### src/hdl/triangle_rasterizer_framebuffer_defines.svh
// ----------------------------------------------------------------------------
// Triangle rasterizer framebuffer assertion macros
// Shared concurrent assertion wrappers; define ASSERT_OFF to drop them.
// ----------------------------------------------------------------------------
`ifndef TRIANGLE_RASTERIZER_FRAMEBUFFER_DEFINES_SVH
`define TRIANGLE_RASTERIZER_FRAMEBUFFER_DEFINES_SVH
`ifndef ASSERT_OFF
// Same-cycle implication, disabled while reset is held
`define TRF_ASSERT_IMP(label, clk, rst_n, ante, cons) \
    label: assert property (@(posedge clk) disable iff (!rst_n) (ante) |-> (cons)) \
        else $error("assertion failed: same-cycle implication");
// Next-cycle implication, disabled while reset is held
`define TRF_ASSERT_NXT(label, clk, rst_n, ante, cons) \
    label: assert property (@(posedge clk) disable iff (!rst_n) (ante) |=> (cons)) \
        else $error("assertion failed: next-cycle implication");
`else
`define TRF_ASSERT_IMP(label, clk, rst_n, ante, cons)
`define TRF_ASSERT_NXT(label, clk, rst_n, ante, cons)
`endif
`endif

### src/hdl/trf_pkg.sv
`timescale 1ns / 1ps
// ----------------------------------------------------------------------------
// Triangle rasterizer framebuffer package
// Field widths, request codes, controller states and control structs.
// ----------------------------------------------------------------------------
package trf_pkg;

    localparam int COORD_W = 14;
    localparam int COLOR_W = 24;
    localparam int REQ_W   = 2;
    localparam int RES_W   = 9;
    localparam int RD_W    = 8;
    localparam int MUL_CW  = 3;

    localparam logic [COLOR_W-1:0] WHITE = 24'hFFFFFF;

    // Request codes
    localparam logic [REQ_W-1:0] REQ_FILL = 2'd0;
    localparam logic [REQ_W-1:0] REQ_TRI  = 2'd1;
    localparam logic [REQ_W-1:0] REQ_READ = 2'd2;

    // Six products (two per edge), then a drain step for the product register
    localparam logic [MUL_CW-1:0] MUL_DRAIN = 3'd6;

    typedef enum logic [3:0] {
        ST_CLEAR,
        ST_IDLE,
        ST_BBOX,
        ST_CLAMP,
        ST_MUL,
        ST_SCAN_INIT,
        ST_SCAN,
        ST_READ,
        ST_DONE
    } state_t;

    typedef struct packed {
        logic              capture;
        logic              clear_step;
        logic              bbox;
        logic              clamp;
        logic              mul_en;
        logic [MUL_CW-1:0] mul_idx;
        logic              scan_init;
        logic              scan_step;
        logic              rd_en;
        logic              out_load;
    } ctrl_cmd_t;

    typedef struct packed {
        logic clear_last;
        logic fill;
        logic box_empty;
        logic scan_last;
    } ctrl_stat_t;

endpackage

### src/hdl/trf_ctrl.sv
`timescale 1ns / 1ps
// ----------------------------------------------------------------------------
// Triangle rasterizer controller
// Sequences clearing, setup, scan, read-back and result handoff.
// ----------------------------------------------------------------------------
`include "triangle_rasterizer_framebuffer_defines.svh"

module trf_ctrl (
    input  logic                     aclk,
    input  logic                     aresetn,
    input  logic                     s_tvalid,
    output logic                     s_tready,
    input  logic [trf_pkg::REQ_W-1:0] in_req,
    output logic                     m_tvalid,
    input  logic                     m_tready,
    input  trf_pkg::ctrl_stat_t      stat,
    output trf_pkg::ctrl_cmd_t       cmd
);

    trf_pkg::state_t                 state_reg, state_next;
    logic [trf_pkg::MUL_CW-1:0]      mul_cnt_reg, mul_cnt_next;
    logic                            out_valid_reg, out_valid_next;
    logic                            accept;

    assign accept   = s_tvalid && s_tready;
    assign m_tvalid = out_valid_reg;

    // Next state
    always_comb begin
        state_next = state_reg;
        case (state_reg)
            trf_pkg::ST_CLEAR: begin
                if (stat.clear_last) state_next = trf_pkg::ST_IDLE;
            end
            trf_pkg::ST_IDLE: begin
                if (s_tvalid) begin
                    case (in_req)
                        trf_pkg::REQ_FILL: state_next = trf_pkg::ST_BBOX;
                        trf_pkg::REQ_TRI:  state_next = trf_pkg::ST_BBOX;
                        trf_pkg::REQ_READ: state_next = trf_pkg::ST_READ;
                        default:           state_next = trf_pkg::ST_DONE;
                    endcase
                end
            end
            trf_pkg::ST_BBOX:  state_next = trf_pkg::ST_CLAMP;
            trf_pkg::ST_CLAMP: begin
                state_next = stat.fill ? trf_pkg::ST_SCAN_INIT : trf_pkg::ST_MUL;
            end
            trf_pkg::ST_MUL: begin
                if (mul_cnt_reg == trf_pkg::MUL_DRAIN) begin
                    state_next = stat.box_empty ? trf_pkg::ST_DONE : trf_pkg::ST_SCAN_INIT;
                end
            end
            trf_pkg::ST_SCAN_INIT: state_next = trf_pkg::ST_SCAN;
            trf_pkg::ST_SCAN: begin
                if (stat.scan_last) state_next = trf_pkg::ST_DONE;
            end
            trf_pkg::ST_READ: state_next = trf_pkg::ST_DONE;
            trf_pkg::ST_DONE: begin
                if (!out_valid_reg || m_tready) state_next = trf_pkg::ST_IDLE;
            end
            default: state_next = trf_pkg::ST_IDLE;
        endcase
    end

    // Outputs
    always_comb begin
        cmd          = '0;
        s_tready     = 1'b0;
        cmd.mul_idx  = mul_cnt_reg;
        case (state_reg)
            trf_pkg::ST_CLEAR:     cmd.clear_step = 1'b1;
            trf_pkg::ST_IDLE: begin
                s_tready    = 1'b1;
                cmd.capture = s_tvalid;
            end
            trf_pkg::ST_BBOX:      cmd.bbox = 1'b1;
            trf_pkg::ST_CLAMP:     cmd.clamp = 1'b1;
            trf_pkg::ST_MUL:       cmd.mul_en = (mul_cnt_reg != trf_pkg::MUL_DRAIN);
            trf_pkg::ST_SCAN_INIT: cmd.scan_init = 1'b1;
            trf_pkg::ST_SCAN:      cmd.scan_step = 1'b1;
            trf_pkg::ST_READ:      cmd.rd_en = 1'b1;
            trf_pkg::ST_DONE:      cmd.out_load = !out_valid_reg || m_tready;
            default: begin
                s_tready = 1'b0;
            end
        endcase
    end

    // Counter and result-valid next values
    always_comb begin
        mul_cnt_next = '0;
        if (state_reg == trf_pkg::ST_MUL) mul_cnt_next = mul_cnt_reg + 1'b1;
        out_valid_next = out_valid_reg;
        if (cmd.out_load) begin
            out_valid_next = 1'b1;
        end else if (m_tready) begin
            out_valid_next = 1'b0;
        end
    end

    // Hold state
    always_ff @(posedge aclk) begin
        if (!aresetn) begin
            state_reg     <= trf_pkg::ST_CLEAR;
            mul_cnt_reg   <= '0;
            out_valid_reg <= 1'b0;
        end else begin
            state_reg     <= state_next;
            mul_cnt_reg   <= mul_cnt_next;
            out_valid_reg <= out_valid_next;
        end
    end

    `TRF_ASSERT_IMP(a_out_free, aclk, aresetn, cmd.out_load, !out_valid_reg || m_tready)
    `TRF_ASSERT_NXT(a_accept_leaves, aclk, aresetn, accept, state_reg != trf_pkg::ST_IDLE)
    `TRF_ASSERT_NXT(a_scan_holds, aclk, aresetn, cmd.scan_step && !stat.scan_last, state_reg == trf_pkg::ST_SCAN)

endmodule

### config.mk
export PLATFORM = sky130hd
export DESIGN_NAME = trf_ctrl
export DESIGN_NICKNAME = d
export VERILOG_FILES = /design/src/hdl/trf_pkg.sv /design/src/hdl/trf_ctrl.sv
export VERILOG_INCLUDE_DIRS = /design/src /design/src/hdl
export SDC_FILE = /design/constraint.sdc
export NUM_CORES = 1
export LEC_CHECK = 0
export ABC_AREA = 0
export BUFFER_PORTS_ARGS = -buffer_cell sky130_fd_sc_hd__buf_2
export CAP_MARGIN = 40
export CORE_MARGIN = 2
export CORE_UTILIZATION = 46
export DETAILED_ROUTE_END_ITERATION = 8
export GPL_TIMING_DRIVEN = 0
export MAX_ROUTING_LAYER = met4
export PLACE_DENSITY_LB_ADDON = 0.1
export SETUP_SLACK_MARGIN = 0.5
export SYNTH_ARGS = -nofsm -noshare
export SYNTH_HDL_FRONTEND = slang
export SYNTH_SLANG_ARGS = --single-unit
### constraint.sdc
create_clock -name aclk -period 1.8 [get_ports aclk]
set_clock_uncertainty 0.15 [all_clocks]
set_input_delay 0.09 -clock aclk [delete_from_list [all_inputs] [get_ports aclk]]
set_output_delay 0.09 -clock aclk [all_outputs]
set_load 0.02 [all_outputs]
[After elaboration in Yosys (flattened, before gate mapping)]
Index checks and enable logic that the tools add are counted.
Storage, ports and cells
  bits in registers: 8
  input port bits: 10
  output and inout port bits: 14
  word-level logic and storage cells: 50
Cells by class
  add/subtract/negate cells: 1
  muxes and demuxes: 21
  reductions and logical operators: 8
  equal/unequal tests: 17
Operators by type and width (number)
  $pmux 4 s9: 1
  $mux 4: 6
  $eq 4x3->1 const B: 4
  $mux 1: 13
  $ne 2x2->1 const B: 5
  $eq 4x2->1 const B: 2
  $pmux 4 s2: 1
  $reduce_and 5->1: 1
  $eq 4x1->1 const B: 1
  $eq 4x4->1 const B: 1
  $logic_not 4->1: 1
  $add 3x1->3 const B: 1
  $eq 3x3->1 const B: 1
  $ne 3x3->1 const B: 1
  $eq 2x1->1 const B: 1
  $eq 2x2->1 const B: 1
  $logic_not 2->1: 1
  $reduce_and 2->1: 1
  $reduce_bool 2->1: 1
  $reduce_or 2->1: 1
  $logic_not 1->1: 1
  $logic_or 1x1->1: 1

[Longest topological paths before layout]
Gate-level depths: netlist of run 1.
  depth after elaboration: 5
  depth in mapped cells: 6
  depth with buffers taken out: 6

[Worst setup path after synthesis of run 1]
No wires, ideal clock.
  path type: flip-flop to output port
  start point: register state_reg[0]
  end point: output cmd[11] (netlist name)
  path buffers: 0
  data required time: 1.560 ns
  arrival: 1.462 ns
  path slack: 0.098 ns
  cell stages (with the launch flop): 4
  cell sequence: dfxtp_1 nand2b_1 nor3_1 and2_1
RTL lines
  start: declaration: RTL line trf_ctrl.sv:20  | trf_pkg::state_t state_reg, state_next;
  start signal: assignment: RTL line trf_ctrl.sv:105  | state_reg <= trf_pkg::ST_CLEAR;
  start signal: assignment: RTL line trf_ctrl.sv:109  | state_reg <= state_next;
  end: declaration: RTL line trf_ctrl.sv:17  | output trf_pkg::ctrl_cmd_t cmd

==> impl_metrics.toml, run 1 <==
[logic_synthesis]
yosys_most_used_dff = "dfxtp_1"
syn_area_um2 = 611
ys_ff_latch = 8
ys_seq_area_frac = 0.262
synth_nets = 89
synth_cell_type_count = 32
ys_async_sr_fraction = 0
yosys_warnings = 0
postSynthAreaPerCell_um2 = 7.93
synth-edff-count = 0
syn-instance-count = 77

[critical_path]
timing.setup.critical_path_class = "flop to output pin"
reg2reg_slack_ns = 0.22
r2r_start = "state_reg[2]"
cp.required_ns = 1.56
max_stage_delay_ns = 0.31
start_kind = "flop"
worstPathArrival_ns = 1.38
rr_worst_depth = 7
path_common_cell = "buf_6"
endpoint_kind = "output pin"
crit_fanout = 6
path_cells = "buf_6 -> nor4b_4 -> nor2b_2 -> buf_4 -> buf_6"
r2r_end = "state_reg[0]"
cpMaxStageDelayCell = "nor4b_4"

[power]
pwr-share-clk = 0.249
combPwrFrac = 0.424
p_sw_w = 0.000208
internal_power_w = 0.000410
leakagePower_nw = 0.526
p_sw_frac = 0.337
vdd_drop_max_uv = 307
power_density_nw_per_um2 = 556
seqPwrFrac = 0.327

[sta]
worstMarginPinSlew_ns = 0.245
finalMaxSlewViolations = 0
fin_tns_setup_ns = 0
fin_ws_ns = 0.180
rsz0062_at_grt = "true"
setup_viol_count_final = 0
hold_viol_final = 0
finalCritPeriodShare = 0.900
min_period_ns = 1.62
fmax_mhz = 617
slew-limit-headroom = 0.836

[placed_design]
place_area_um2 = 842
dp_hpwl_um = 1040
gp_congestion = 0.844
port_buffers = 23
dp.cells = 115
dp_slack_ns = 0.246

[layout]
diodes = 0
layout-drive-gt1-share = 0.613
finalNetCount = 132
synthToLayoutAreaGrowth_pct = 82.4
design_area_um2 = 1110
final_cell_mix = "buf_4 (15), buf_2 (15), buf_6 (11), nand2_1 (7)"
largest_reg_flops = 4
layout.cells.non_filler = 134

[clock_network]
cts.path.max_buffers = 2
worst_skew_pair.late_latency_ns = 0.26
clock_sinks = 8
cts.clk_slew.worst_paths_ns = 0.06
numCtsBuffers = 3
cts_tree = "built"
root_buffer = "clkbuf_4"
h-tree-depth = 1

[detailed_routing]
dr.pass1.iters = 4
remaining_drc_errors = 0
wl_per_cell_um = 14.8
ant_nets = 0
avgViaCountPerCell = 5.58
wl_um = 1980
vias = 748
drt_iter0_markers = 29

[global_routing]
grt_pass1_wl_um = 2550
grt_pass1_vias = 578
grt_max_degree = 11
antenna_found_initial = 0
grt.total_usage = 0.241
grt_overflow_total = 0

[floorplanning]
ios = 24
rows = 13
die_h_um = 40.4
die_w_um = 40.4
core_um2 = 1270
start_util = 0.481
dieArea_um2 = 1630

[flow_run]
cap_violations = 0

[hold_path]
hold_start = "m_tready"
min_path_type = "input pin to flop"
hold_path_end = "m_tvalid"
worstHoldPathCells = 3

[status]
status = "finished, final reports clean"
==> stage by stage <==
stage | total power, W | hold WS (ns) | utilization
3_3_place_gp | 0.000381 | 0.231 | 0.664
3_5_place_dp | 0.000383 | 0.246 | 0.664
5_1_grt | 0.000644 | 0.0479 | 0.878
6_report | 0.000619 | 0.0249 | 0.878
2_1_floorplan | 0.000338 | 0.0578 | -
4_1_cts | 0.000588 | 0.0271 | 0.825
==> power groups by stage <==
stage               Sequential, W  Clock [W]  Combinational, W
global placement         0.000205          0          0.000176
global route             0.000204   0.000162          0.000278
detailed placement       0.000205          0          0.000178
finish                   0.000202   0.000154          0.000262
floorplan                0.000203          0          0.000135
CTS                      0.000201   0.000151          0.000236
==> Yosys cell counts (2+ instances only) <==
library cell	count	area share
nor3_1	4	0.033
nand2_1	10	0.061
nor2b_1	3	0.031
o22ai_1	3	0.031
buf_6	2	0.037
inv_1	2	0.012
and3b_1	2	0.029
and2_1	2	0.020
nand2b_1	5	0.051
ha_1	2	0.041
nor2_1	7	0.043
and3_1	2	0.020
nor3b_1	2	0.025
o211a_1	2	0.033
a21oi_1	2	0.016
dfxtp_1	8	0.26
buf_2	4	0.033
==> worst max-delay path, delay by kind of cell, from the launching register on <==
kind	cells	cell delay, ns
buffers and inverters	3	0.34
flip-flops	1	0.30
AND/OR/NAND/NOR	2	0.49
==> timing repair <==
| item | CTS | global route |
|---|---|---|
| pin swaps | 8 | 7 |
| setup buffers | 10 | 4 |
| resized for setup | 25 | 12 |
| hold buffers | 1 | 0 |
| endpoints found under the setup margin | 14 | 17 |
| hold endpoints to repair | 1 | 0 |
==> worst max-delay path by stage <==
stage	startpoint	to	slack [ns]
after floorplan	state_reg[1]	state_reg[2]	0.34
after global placement	state_reg[1]	state_reg[2]	0.25
after detailed placement	state_reg[1]	state_reg[2]	0.25
after CTS	state_reg[2]	cmd[0]	0.19
after global routing	state_reg[2]	cmd[0]	0.12
final	state_reg[2]	cmd[0]	0.18
==> kinds of logic after synthesis <==
family / after synthesis / synth area share
buf+inv: 9 / 0.0943
xor+xnor: 1 / 0.0143
flops: 8 / 0.262
compound gates: 12 / 0.131
simple gates: 44 / 0.439
mux: 1 / 0.0184
fa+ha+maj: 2 / 0.0410
==> per-layer routing <==
layer / global-route usage / routed length (µm) / vias to the layer above
li1: - / - / 351
met1: 0.310 / 835 / 358
met2: 0.385 / 1010 / 35
met3: 0.0667 / 110 / 4
met4: 0.0250 / 21 / 0
met5: - / 0 / -
==> cell type report <==
class,count,area [µm²]
timing repair buffer,38,293
fill,68,155
multi-input combinational,60,522
buffer,7,78.8
sequential,8,168
inverter,2,7.51
tap,15,18.8
clock buffer,4,26.3
Note: power is estimated with default switching activity, not from simulation.
==> run 2: changes to the inputs <==
--- a/config.mk
+++ b/config.mk
@@ -10,7 +10,7 @@
 export BUFFER_PORTS_ARGS = -buffer_cell sky130_fd_sc_hd__buf_2
 export CAP_MARGIN = 40
 export CORE_MARGIN = 2
-export CORE_UTILIZATION = 46
+export CORE_UTILIZATION = 30
 export DETAILED_ROUTE_END_ITERATION = 8
 export GPL_TIMING_DRIVEN = 0
 export MAX_ROUTING_LAYER = met4
==> constraint.sdc (replaced) <==
create_clock -name aclk -period 2 [get_ports aclk]
set_clock_uncertainty 0.15 [all_clocks]
set_input_delay 0.1 -clock aclk [delete_from_list [all_inputs] [get_ports aclk]]
set_output_delay 0.1 -clock aclk [all_outputs]
set_load 0.02 [all_outputs]
==> run 2 against run 1 <==
  * Clock power shrank 20%
  * Register-to-register slack gained 0.21 ns
  * Worst setup slack gained 0.20 ns
  * First-iteration DRC count shrank 48%
  * Routed wire length shrank 15%
  * Combinational power shrank 21%
  * Non-clock buffer count decreased by 2
  * Power shrank 17%
  * Flip-flop and latch count unchanged
  * Critical path type unchanged
==> impl_metrics.toml, run 2 (synthesized netlist as in run 1, its figures left out) <==
[layout]
fillers = 211
diodes = 0
layout-drive-gt1-share = 0.526
ff_latch_area_um2 = 166
mostFrequentLayoutCell = "buf_2"
final_cell_mix = "buf_2 (19), buf_4 (12), buf_6 (10), nand2_1 (9), nor2_1 (7)"
finalNetCount = 130
largest_reg_flops = 4
multi_input_area_um2 = 470
synthToLayoutAreaGrowth_pct = 67.6
design_area_um2 = 1020
layout.cells.non_filler = 143
final_core_util = 0.527

[critical_path]
cp_num_buf_inv = 3
path_common_cell = "buf_6"
path_cells = "buf_6 -> nor4b_4 -> nor2b_1 -> buf_4 -> buf_6"
endpoint_kind = "output pin"
cpMaxStageDelayCell = "dfxtp_1"
start_kind = "flop"
crit_fanout = 6
max_stage_delay_ns = 0.30
timing.setup.critical_path_class = "flop to output pin"
worstPathArrival_ns = 1.37
cp.required_ns = 1.75
cpLargestDelayFamily = "simple AND/OR/NAND/NOR gates"

[sta]
setup_viol_count_final = 0
fmax_mhz = 619
finalMaxSlewViolations = 0
fin_tns_setup_ns = 0
hold_viol_final = 0
min_period_ns = 1.62
slew-limit-headroom = 0.834
worstMarginPinSlew_ns = 0.248
rsz0062_at_grt = "true"
finalCritPeriodShare = 0.808

[power]
leakagePower_nw = 0.492
pwr-share-clk = 0.240
vdd_drop_max_uv = 473
seqPwrFrac = 0.355
power_density_nw_per_um2 = 501
internal_power_w = 0.000348
p_sw_w = 0.000165
p_sw_frac = 0.322
combPwrFrac = 0.405

[placed_design]
port_buffers = 23
dp_hpwl_um = 1090
dp.cells = 127
gp_congestion = 0.670
place_area_um2 = 769

[clock_network]
clock_sinks = 8
root_buffer = "clkbuf_4"
cts_tree = "built"
worst_skew_pair.late_latency_ns = 0.25
cts.path.max_buffers = 2
numCtsBuffers = 3
cts.clk_slew.worst_paths_ns = 0.05
h-tree-depth = 1

[floorplanning]
rows = 16
dieArea_um2 = 2410
die_w_um = 49.1
core_um2 = 1940
ios = 24
die_h_um = 49.1
start_util = 0.314

[detailed_routing]
avgViaCountPerCell = 4.75
dr.pass1.iters = 4
wl_per_cell_um = 11.7
drt_iter0_markers = 15
wl_um = 1680
vias = 679
remaining_drc_errors = 0
ant_nets = 0

[global_routing]
grt_overflow_total = 0
antenna_found_initial = 0
grt.total_usage = 0.141
grt_pass1_vias = 593
grt_pass1_wl_um = 2590
grt_max_degree = 11

[hold_path]
min_path_type = "input pin to flop"

[flow_run]
cap_violations = 0

[status]
status = "finished, final reports clean"
## run 2: metrics by stage
stage / setup slack (ns) / power (W) / hold slack (ns)
finish: 0.384 / 0.000513 / 0.0322
CTS: 0.380 / 0.000459 / 0.0294
detailed placement: 0.358 / 0.000314 / 0.255
global placement: 0.359 / 0.000314 / 0.253
global route: 0.330 / 0.000541 / 0.0566
floorplan: 0.453 / 0.000273 / 0.0678
## run 2: area by class of cell
type	count	share of cell area
inverter	2	0.00733
tap	27	0.0330
sequential	8	0.163
clock buffer	3	0.0220
buffer	7	0.0770
timing repair buffer	36	0.238
multi-input combinational	60	0.460
## run 2: what timing repair did
item                                    CTS  global route
setup buffers                             3             7
gates resized for setup                  16            21
pin swaps                                 4             7
gates cloned                              0             2
endpoints found under the hold margin     1             0
endpoints found under the setup margin   13            12
hold buffers                              1             0
## run 2: worst paths after layout
| kind | startpoint | to | slack [ns] | depth (start not counted) |
|---|---|---|---|---|
| max | state_reg[1] | cmd[0] | 0.38 | 5 |
| min | m_tready | m_tvalid | 0.03 | 3 |
| max reg2reg | state_reg[1] | state_reg[2] | 0.43 | 6 |
| min reg2reg | mul_cnt_reg[0] | mul_cnt_reg[0] | 0.31 | 1 |
## run 2: worst register-to-register path, stage by stage (launching register included)
cell and delay, ns:
dfxtp_1 0.30, buf_6 0.13, buf_4 0.14, and3b_1 0.19, o21ai_2 0.17, nand3_2 0.09
mux2_4 0.30
## run 2: per-layer routing
metal,global-route usage,part of all wire,vias up
met5,-,0,-
met4,0,0,0
met3,0.0552,0.045,0
met2,0.225,0.49,12
met1,0.180,0.46,320
li1,-,-,347
## run 2: power groups by stage
stage / Clock, W / Sequential, W / Combinational (W)
after global placement: 0 / 0.000180 / 0.000134
after global routing: 0.000137 / 0.000183 / 0.000222
final: 0.000123 / 0.000182 / 0.000208
after detailed placement: 0 / 0.000181 / 0.000134
after floorplan: 0 / 0.000178 / 0.0000947
after CTS: 0.000129 / 0.000179 / 0.000151
